### src/rtl/mft_pkg.sv
package mft_pkg;

  localparam int unsigned HDR_PAIRS    = 20;
  localparam int unsigned HDR_SEGMENTS = 2 * HDR_PAIRS + 3;
  localparam int unsigned DATA_BITS    = 43;
  localparam int unsigned SEG_W        = 6;
  localparam int unsigned TICK_W       = 4;
  localparam int unsigned BIT_W        = 6;

  localparam logic [TICK_W-1:0] SHORT_TICKS  = 4'd2;
  localparam logic [TICK_W-1:0] LONG_TICKS   = 4'd8;
  localparam logic [7:0]        CHECK_OFFSET = 8'd3;

  localparam logic [SEG_W-1:0] LAST_SEG     = SEG_W'(HDR_SEGMENTS - 1);
  localparam logic [SEG_W-1:0] LONG_HIGH_SEG = SEG_W'(2 * HDR_PAIRS + 1);
  localparam logic [SEG_W-1:0] SHORT_END_SEG = SEG_W'(2 * HDR_PAIRS);
  localparam logic [BIT_W-1:0] LAST_BIT     = BIT_W'(DATA_BITS - 1);

  localparam int unsigned QUEUE_DEPTH = 2;
  localparam int unsigned QPTR_W      = 1;
  localparam int unsigned QCNT_W      = 2;

  typedef enum logic {
    OP_TICK = 1'b0,
    OP_SEND = 1'b1
  } opcode_t;

  typedef enum logic [1:0] {
    PH_IDLE,
    PH_HEADER,
    PH_DATA
  } phase_t;

  // One decoded transaction as it travels from the front to the back.
  typedef struct packed {
    logic                 is_send;
    logic [DATA_BITS-1:0] frame_bits;
  } cmd_t;

  function automatic logic header_level(input logic [SEG_W-1:0] seg);
    logic lvl;
    if (seg < SHORT_END_SEG) begin
      lvl = seg[0];
    end else if (seg == LONG_HIGH_SEG) begin
      lvl = 1'b1;
    end else begin
      lvl = 1'b0;
    end
    return lvl;
  endfunction

  function automatic logic [TICK_W-1:0] header_length(input logic [SEG_W-1:0] seg);
    return (seg <= SHORT_END_SEG) ? SHORT_TICKS : LONG_TICKS;
  endfunction

endpackage

### src/rtl/mft_front.sv
module mft_front
  import mft_pkg::*;
(
  input  logic        in_valid,
  output logic        in_stall,
  input  logic        in_opcode,
  input  logic [15:0] in_remote_id,
  input  logic [7:0]  in_channel_number,
  input  logic [7:0]  in_action_code,
  input  logic        q_full,
  output logic        q_push,
  output cmd_t        q_cmd
);

  logic [7:0] remote_lo;
  logic [7:0] remote_hi;
  logic [7:0] checksum;

  assign remote_lo = in_remote_id[7:0];
  assign remote_hi = in_remote_id[15:8];
  assign checksum  = in_channel_number + remote_lo + remote_hi + in_action_code
                     + CHECK_OFFSET;

  assign in_stall = q_full;
  assign q_push   = in_valid && !q_full;

  always_comb begin
    q_cmd.is_send    = (opcode_t'(in_opcode) == OP_SEND);
    // Leading zero bit, five bytes, then two trailing zero bits.
    q_cmd.frame_bits = {2'b00, checksum, in_action_code, remote_hi, remote_lo,
                        in_channel_number, 1'b0};
  end

endmodule

### src/rtl/mft_queue.sv
module mft_queue
  import mft_pkg::*;
(
  input  logic clk,
  input  logic rst_n,
  input  logic push,
  input  cmd_t push_cmd,
  output logic full,
  input  logic pop,
  output logic head_valid,
  output cmd_t head_cmd
);

  cmd_t              entries_r [QUEUE_DEPTH];
  logic [QPTR_W-1:0] wr_ptr_r;
  logic [QPTR_W-1:0] wr_ptr_nxt;
  logic [QPTR_W-1:0] rd_ptr_r;
  logic [QPTR_W-1:0] rd_ptr_nxt;
  logic [QCNT_W-1:0] count_r;
  logic [QCNT_W-1:0] count_nxt;

  assign full       = (count_r == QCNT_W'(QUEUE_DEPTH));
  assign head_valid = (count_r != '0);
  assign head_cmd   = entries_r[rd_ptr_r];

  always_comb begin
    wr_ptr_nxt = push ? wr_ptr_r + 1'b1 : wr_ptr_r;
    rd_ptr_nxt = pop  ? rd_ptr_r + 1'b1 : rd_ptr_r;
    count_nxt  = count_r + QCNT_W'(push) - QCNT_W'(pop);
  end

  always_ff @(posedge clk) begin
    if (!rst_n) begin
      wr_ptr_r <= '0;
      rd_ptr_r <= '0;
      count_r  <= '0;
    end else begin
      wr_ptr_r <= wr_ptr_nxt;
      rd_ptr_r <= rd_ptr_nxt;
      count_r  <= count_nxt;
    end
  end

  always_ff @(posedge clk) begin
    if (push) begin
      entries_r[wr_ptr_r] <= push_cmd;
    end
  end

endmodule

### src/rtl/mft_back.sv
module mft_back
  import mft_pkg::*;
(
  input  logic clk,
  input  logic rst_n,
  input  logic head_valid,
  input  cmd_t head_cmd,
  output logic pop,
  output logic out_valid,
  input  logic out_stall,
  output logic out_line_level,
  output logic out_busy_res,
  output logic out_accepted,
  output logic out_frame_done
);

  phase_t               phase_r;
  phase_t               phase_nxt;
  logic [DATA_BITS-1:0] frame_bits_r;
  logic [DATA_BITS-1:0] frame_bits_nxt;
  logic [SEG_W-1:0]     segment_r;
  logic [SEG_W-1:0]     segment_nxt;
  logic [TICK_W-1:0]    tick_r;
  logic [TICK_W-1:0]    tick_nxt;
  logic [BIT_W-1:0]     bit_idx_r;
  logic [BIT_W-1:0]     bit_idx_nxt;
  logic                 half_r;
  logic                 half_nxt;
  logic                 held_r;
  logic                 held_nxt;

  logic                 out_valid_r;
  logic                 out_valid_nxt;
  logic                 line_r;
  logic                 line_nxt;
  logic                 busy_r;
  logic                 busy_nxt;
  logic                 acc_r;
  logic                 acc_nxt;
  logic                 done_r;
  logic                 done_nxt;

  logic [SEG_W-1:0]     seg;
  logic [SEG_W-1:0]     seg_inc;
  logic [TICK_W-1:0]    tick_inc;
  logic [BIT_W-1:0]     idx;
  logic [BIT_W-1:0]     idx_inc;
  logic                 data_bit;
  logic                 level;

  // The output register is free when empty or being drained this cycle.
  assign pop = head_valid && (!out_valid_r || !out_stall);

  assign out_valid      = out_valid_r;
  assign out_line_level = line_r;
  assign out_busy_res   = busy_r;
  assign out_accepted   = acc_r;
  assign out_frame_done = done_r;

  always_comb begin
    phase_nxt      = phase_r;
    frame_bits_nxt = frame_bits_r;
    segment_nxt    = segment_r;
    tick_nxt       = tick_r;
    bit_idx_nxt    = bit_idx_r;
    half_nxt       = half_r;
    held_nxt       = held_r;
    acc_nxt        = 1'b0;
    done_nxt       = 1'b0;
    level          = held_r;

    seg      = (segment_r > LAST_SEG) ? LAST_SEG : segment_r;
    seg_inc  = seg + 1'b1;
    tick_inc = tick_r + 1'b1;
    idx      = (bit_idx_r > LAST_BIT) ? LAST_BIT : bit_idx_r;
    idx_inc  = idx + 1'b1;
    data_bit = frame_bits_r[idx];

    if (head_cmd.is_send) begin
      if (phase_r == PH_IDLE) begin
        frame_bits_nxt = head_cmd.frame_bits;
        segment_nxt    = '0;
        tick_nxt       = '0;
        bit_idx_nxt    = '0;
        half_nxt       = 1'b0;
        phase_nxt      = PH_HEADER;
        acc_nxt        = 1'b1;
      end
    end else begin
      case (phase_r)
        PH_IDLE: begin
        end
        PH_HEADER: begin
          level = header_level(seg);
          if (tick_inc >= header_length(seg)) begin
            tick_nxt = '0;
            if (seg_inc > LAST_SEG) begin
              segment_nxt = '0;
              phase_nxt   = PH_DATA;
              bit_idx_nxt = '0;
              half_nxt    = 1'b0;
            end else begin
              segment_nxt = seg_inc;
            end
          end else begin
            tick_nxt = tick_inc;
          end
          held_nxt = level;
        end
        PH_DATA: begin
          // Manchester: a one goes low then high, a zero high then low.
          level = half_r ? data_bit : ~data_bit;
          if (!half_r) begin
            half_nxt = 1'b1;
          end else begin
            half_nxt = 1'b0;
            if (idx_inc > LAST_BIT) begin
              bit_idx_nxt = '0;
              phase_nxt   = PH_IDLE;
              done_nxt    = 1'b1;
            end else begin
              bit_idx_nxt = idx_inc;
            end
          end
          held_nxt = level;
        end
        default: begin
          phase_nxt = PH_IDLE;
        end
      endcase
    end

    line_nxt      = level;
    busy_nxt      = (phase_nxt != PH_IDLE);
    out_valid_nxt = pop ? 1'b1 : (out_valid_r && out_stall);
  end

  always_ff @(posedge clk) begin
    if (!rst_n) begin
      phase_r      <= PH_IDLE;
      frame_bits_r <= '0;
      segment_r    <= '0;
      tick_r       <= '0;
      bit_idx_r    <= '0;
      half_r       <= 1'b0;
      held_r       <= 1'b0;
      out_valid_r  <= 1'b0;
    end else begin
      out_valid_r <= out_valid_nxt;
      if (pop) begin
        phase_r      <= phase_nxt;
        frame_bits_r <= frame_bits_nxt;
        segment_r    <= segment_nxt;
        tick_r       <= tick_nxt;
        bit_idx_r    <= bit_idx_nxt;
        half_r       <= half_nxt;
        held_r       <= held_nxt;
      end
    end
  end

  always_ff @(posedge clk) begin
    if (pop) begin
      line_r <= line_nxt;
      busy_r <= busy_nxt;
      acc_r  <= acc_nxt;
      done_r <= done_nxt;
    end
  end

endmodule

### src/rtl/manchester_frame_transmitter.sv
// Results are registered; the waveform engine steps once per tick.
// Throughput: one transaction per cycle while out_stall is low.
// A two-entry command queue lets the input side keep taking transactions
// while a result waits on out_stall; the input stalls only when it is full.
// Reset (rst_n low at a clock edge) empties the queue, ends any frame in
// progress and clears the held line level; out_line_level is not reset.
module manchester_frame_transmitter
  import mft_pkg::*;
(
  input  logic        clk,
  input  logic        rst_n,
  input  logic        in_valid,
  output logic        in_stall,
  input  logic        in_opcode,
  input  logic [15:0] in_remote_id,
  input  logic [7:0]  in_channel_number,
  input  logic [7:0]  in_action_code,
  output logic        out_valid,
  input  logic        out_stall,
  output logic        out_line_level,
  output logic        out_busy_res,
  output logic        out_accepted,
  output logic        out_frame_done
);

  logic q_full;
  logic q_push;
  cmd_t q_cmd;
  logic q_pop;
  logic head_valid;
  cmd_t head_cmd;

  mft_front u_front (
    .in_valid          (in_valid),
    .in_stall          (in_stall),
    .in_opcode         (in_opcode),
    .in_remote_id      (in_remote_id),
    .in_channel_number (in_channel_number),
    .in_action_code    (in_action_code),
    .q_full            (q_full),
    .q_push            (q_push),
    .q_cmd             (q_cmd)
  );

  mft_queue u_queue (
    .clk        (clk),
    .rst_n      (rst_n),
    .push       (q_push),
    .push_cmd   (q_cmd),
    .full       (q_full),
    .pop        (q_pop),
    .head_valid (head_valid),
    .head_cmd   (head_cmd)
  );

  mft_back u_back (
    .clk            (clk),
    .rst_n          (rst_n),
    .head_valid     (head_valid),
    .head_cmd       (head_cmd),
    .pop            (q_pop),
    .out_valid      (out_valid),
    .out_stall      (out_stall),
    .out_line_level (out_line_level),
    .out_busy_res   (out_busy_res),
    .out_accepted   (out_accepted),
    .out_frame_done (out_frame_done)
  );

endmodule

### config.mk
export PLATFORM = sky130hd
export DESIGN_NAME = manchester_frame_transmitter
export DESIGN_NICKNAME = d
export VERILOG_FILES = /design/src/rtl/mft_pkg.sv /design/src/rtl/mft_front.sv /design/src/rtl/mft_queue.sv /design/src/rtl/mft_back.sv /design/src/rtl/manchester_frame_transmitter.sv
export SDC_FILE = /design/constraint.sdc
export NUM_CORES = 1
export LEC_CHECK = 0
export ABC_AREA = 1
export BUFFER_PORTS_ARGS = -buffer_cell sky130_fd_sc_hd__buf_2
export CAP_MARGIN = 5
export CORE_UTILIZATION = 30
export DETAILED_ROUTE_END_ITERATION = 10
export PLACE_DENSITY_LB_ADDON = 0.25
export SYNTH_ARGS = -nofsm -noshare
export SYNTH_HDL_FRONTEND = slang
export SYNTH_SLANG_ARGS = --single-unit
export TNS_END_PERCENT = 50
### constraint.sdc
create_clock -name clk -period 3.2 [get_ports clk]
set_input_delay 0.16 -clock clk [delete_from_list [all_inputs] [get_ports clk]]
set_output_delay 0.16 -clock clk [all_outputs]
set_load 0.005 [all_outputs]
==> impl_metrics.json <==
{
  "start_util_pct": 30.8,
  "p_clk_share_pct": 28.6,
  "track_usage_pct": 14.5,
  "status": "finished clean",
  "root_buffer": "clkbuf_16",
  "async_reset_ff_share_pct": 0,
  "clkTransAtPathRegs_ns": 0.06,
  "cpPeakStageDelay_ns": 0.52,
  "postLayoutCellArea_mm2": 0.00845,
  "fp.dieArea_mm2": 0.0241,
  "cpMaxStageDelayCell": "dlygate4sd3_1",
  "critPathMaxFanout": 3,
  "syn_nets": 779,
  "drv_cap": 0,
  "areaGrowthSynthToFinish_pct": 20.1,
  "synthCells": 707,
  "critPathBufInv": 4,
  "gp_congestion": 0.785,
  "grt_pass1_vias": 5033,
  "io_pins": 43,
  "final_cell_mix": "nand2_1 (155), edfxtp_1 (86), dfxtp_1 (66)",
  "fin_tns_setup_ns": 0,
  "yosysUniqueCellTypes": 41,
  "fin_skew_ns": 0.0105,
  "drt_wl_total_um": 16400,
  "fp-row-count": 55,
  "htree_num_levels": 4,
  "pwr-share-comb_pct": 30.5,
  "drcViolationCount": 0,
  "cts_tree": "yes",
  "synth-edff-count": 86,
  "dr_total_vias": 5056,
  "first_iter_violations": 308,
  "portBuffers": 42,
  "crit_path_frequent_cell": "fa_1",
  "antenna_left": 0,
  "worst_skew_pair.late_latency_ns": 0.43,
  "period_needed_ns": 2.98,
  "avgSynthCellArea_um2": 9.95,
  "grt_pass1_wl_um": 26600,
  "fin_nets": 850,
  "maxSlewHeadroom_pct": 48.6,
  "antenna_found_initial": 0,
  "crit_path_start_kind": "primary input",
  "max_freq_ghz": 0.335,
  "clock_sinks": 152,
  "worstPathCellList": "dlygate4sd3_1 > buf_2 > inv_1 > ha_1 > fa_1 > inv_1 > fa_1 > fa_1 > a31oi_1 > nor2_1 > o21ai_0 > nand2_1 > xor2_1",
  "pwr-share-seq_pct": 40.9,
  "fp.coreArea_mm2": 0.0228,
  "antenna-diode-count": 0,
  "setup_viol": 0,
  "final_cells": 1104,
  "drive_above_1_share_pct": 15.9,
  "place_hpwl_um": 10600,
  "synth_warnings": 0,
  "synth_ff_type": "edfxtp_1",
  "rsz0062_at_grt": "no",
  "seq_area_frac_synth_pct": 55.5,
  "die_w_um": 155,
  "worst-endpoint-required_ns": 3.38,
  "period_share_pct": 93.2,
  "fp.dieH_um": 155,
  "syn_area_mm2": 0.00703,
  "crit_type": "primary input to flop",
  "cts_setup_buffers": 0,
  "intPower_mw": 4.41,
  "final_common_cell": "nand2_1",
  "worst_slew_pin_slew_ns": 0.763,
  "hold_viol_final": 0,
  "ir_drop_uv": 451,
  "overflow": 0,
  "grt_start_max_net_pins": 81,
  "routedWlPerCell_um": 14.9,
  "p_leak_nw": 3.30,
  "netSwitchingPower_mw": 2.54,
  "cts_buffer_depth": 2,
  "pwr_density_cell_mw_per_mm2": 823,
  "slew_violations": 0,
  "critical_path.top_delay_family": "adder cells",
  "dp.cells": 1043,
  "arrival_ns": 3.16,
  "viasPerCell": 4.58,
  "synth-seq-cells": 152,
  "swShare_pct": 36.5,
  "firstDrtPassIters": 4,
  "cts_buffers": 17,
  "cp-end-kind": "flop",
  "dpl_cell_area_mm2": 0.00757,
  "min_path_type": "primary input to flop"
}
## path summary, 6_finish.rpt
path,from,end,slack (ns),cells past startpoint
worst max-delay path,in_remote_id[0],u_queue.entries_r[0][38],0.22,13
worst min-delay path,in_remote_id[13],u_queue.entries_r[1][21],0.003,1
worst max register to register,u_back.bit_idx_r[2],u_back.out_busy_res,0.41,16
worst min register to register,u_queue.rd_ptr_r,u_queue.rd_ptr_r,0.45,1
## per-stage QoR
stage               hold slack (ns)  setup slack (ns)  util [%]  total power [mW]
floorplan                     0.259             0.486         -              4.34
global route               0.000922           0.00219      37.0              7.39
finish                      0.00342             0.218      37.0              6.95
global placement              0.362             0.320      33.1              4.97
CTS                         0.00282             0.213      36.9              7.01
detailed placement            0.367             0.322      33.1              4.99
## layout make-up
type | instances | area, um^2
flip-flops and latches | 152 | 3900
clock buffers | 17 | 425
fillers | 2336 | 14400
inverters | 63 | 240
multi-input cells | 463 | 2760
well taps | 313 | 392
repair buffers | 81 | 576
clock inverters | 15 | 155
## worst reg2reg max path, delay by kind of cell (launching register included)
| kind | cells | cell delay (ns) |
|---|---|---|
| buffers and inverters | 2 | 0.30 |
| AO/OA/AOI/OAI | 2 | 0.37 |
| adder cells (fa/ha/maj) | 1 | 0.35 |
| AND/OR/NAND/NOR | 11 | 1.13 |
| flip-flops | 1 | 0.41 |
## repair_timing
item | in CTS | in global routing
endpoints found under the hold margin | 56 | 1
setup endpoints to repair | 0 | 1
gates resized for setup | 0 | 1
hold buffers | 28 | 1
## registers in the layout (all words and copies together) (netlist names), 2 cells and up, named ones only
register and flops:
u_back.tick_r 4, u_queue.entries_r 82, u_back.segment_r 6, u_back.bit_idx_r 6, u_back.phase_r 2, u_queue.count_r 2
u_back.frame_bits_r 40
## cell usage after synthesis, types with 3 or more instances
library cell	instances	area, um^2
a21oi_1	18	90.1
a31oi_1	44	275
buf_6	6	67.6
clkbuf_1	22	82.6
dfxtp_1	66	1320
edfxtp_1	86	2580
fa_1	14	280
ha_1	21	263
inv_1	50	188
inv_2	9	33.8
nand2_1	155	582
nand2_2	8	50.1
nand2_4	6	67.6
nand3_1	63	315
nand4_1	4	25.0
nor2_1	24	90.1
nor3_1	3	15.0
o21ai_0	55	275
o21ai_1	7	35.0
or2_2	3	18.8
xnor2_1	4	35.0
xor2_1	14	123
## layer usage
| layer | wire length (um) | share of wire (%) | GRT usage [%] | up-vias |
|---|---|---|---|---|
| met5 | 0 | 0 | 0 | - |
| met4 | 305 | 1.9 | 6.13 | 0 |
| met3 | 424 | 2.6 | 2.40 | 19 |
| met2 | 7920 | 48 | 24.5 | 72 |
| met1 | 7780 | 47 | 18.5 | 2386 |
| li1 | - | - | - | 2579 |
## power groups by stage
stage | Clock (mW) | Sequential [mW] | Combinational [mW]
6_report | 1.99 | 2.84 | 2.12
3_3_place_gp | 0 | 2.88 | 2.10
2_1_floorplan | 0 | 2.81 | 1.53
5_1_grt | 2.11 | 2.90 | 2.39
3_5_place_dp | 0 | 2.88 | 2.11
4_1_cts | 2.02 | 2.84 | 2.15
## cell families after synthesis
family	after synthesis	synth area share [%]
AND/OR/NAND/NOR	271	17.3
adder cells (fa/ha/maj)	35	7.72
flip-flops	152	55.5
XOR/XNOR	18	2.24
AO/OA/AOI/OAI	139	11.6
buffers and inverters	92	5.62
Power figures use the tool's default switching activity.
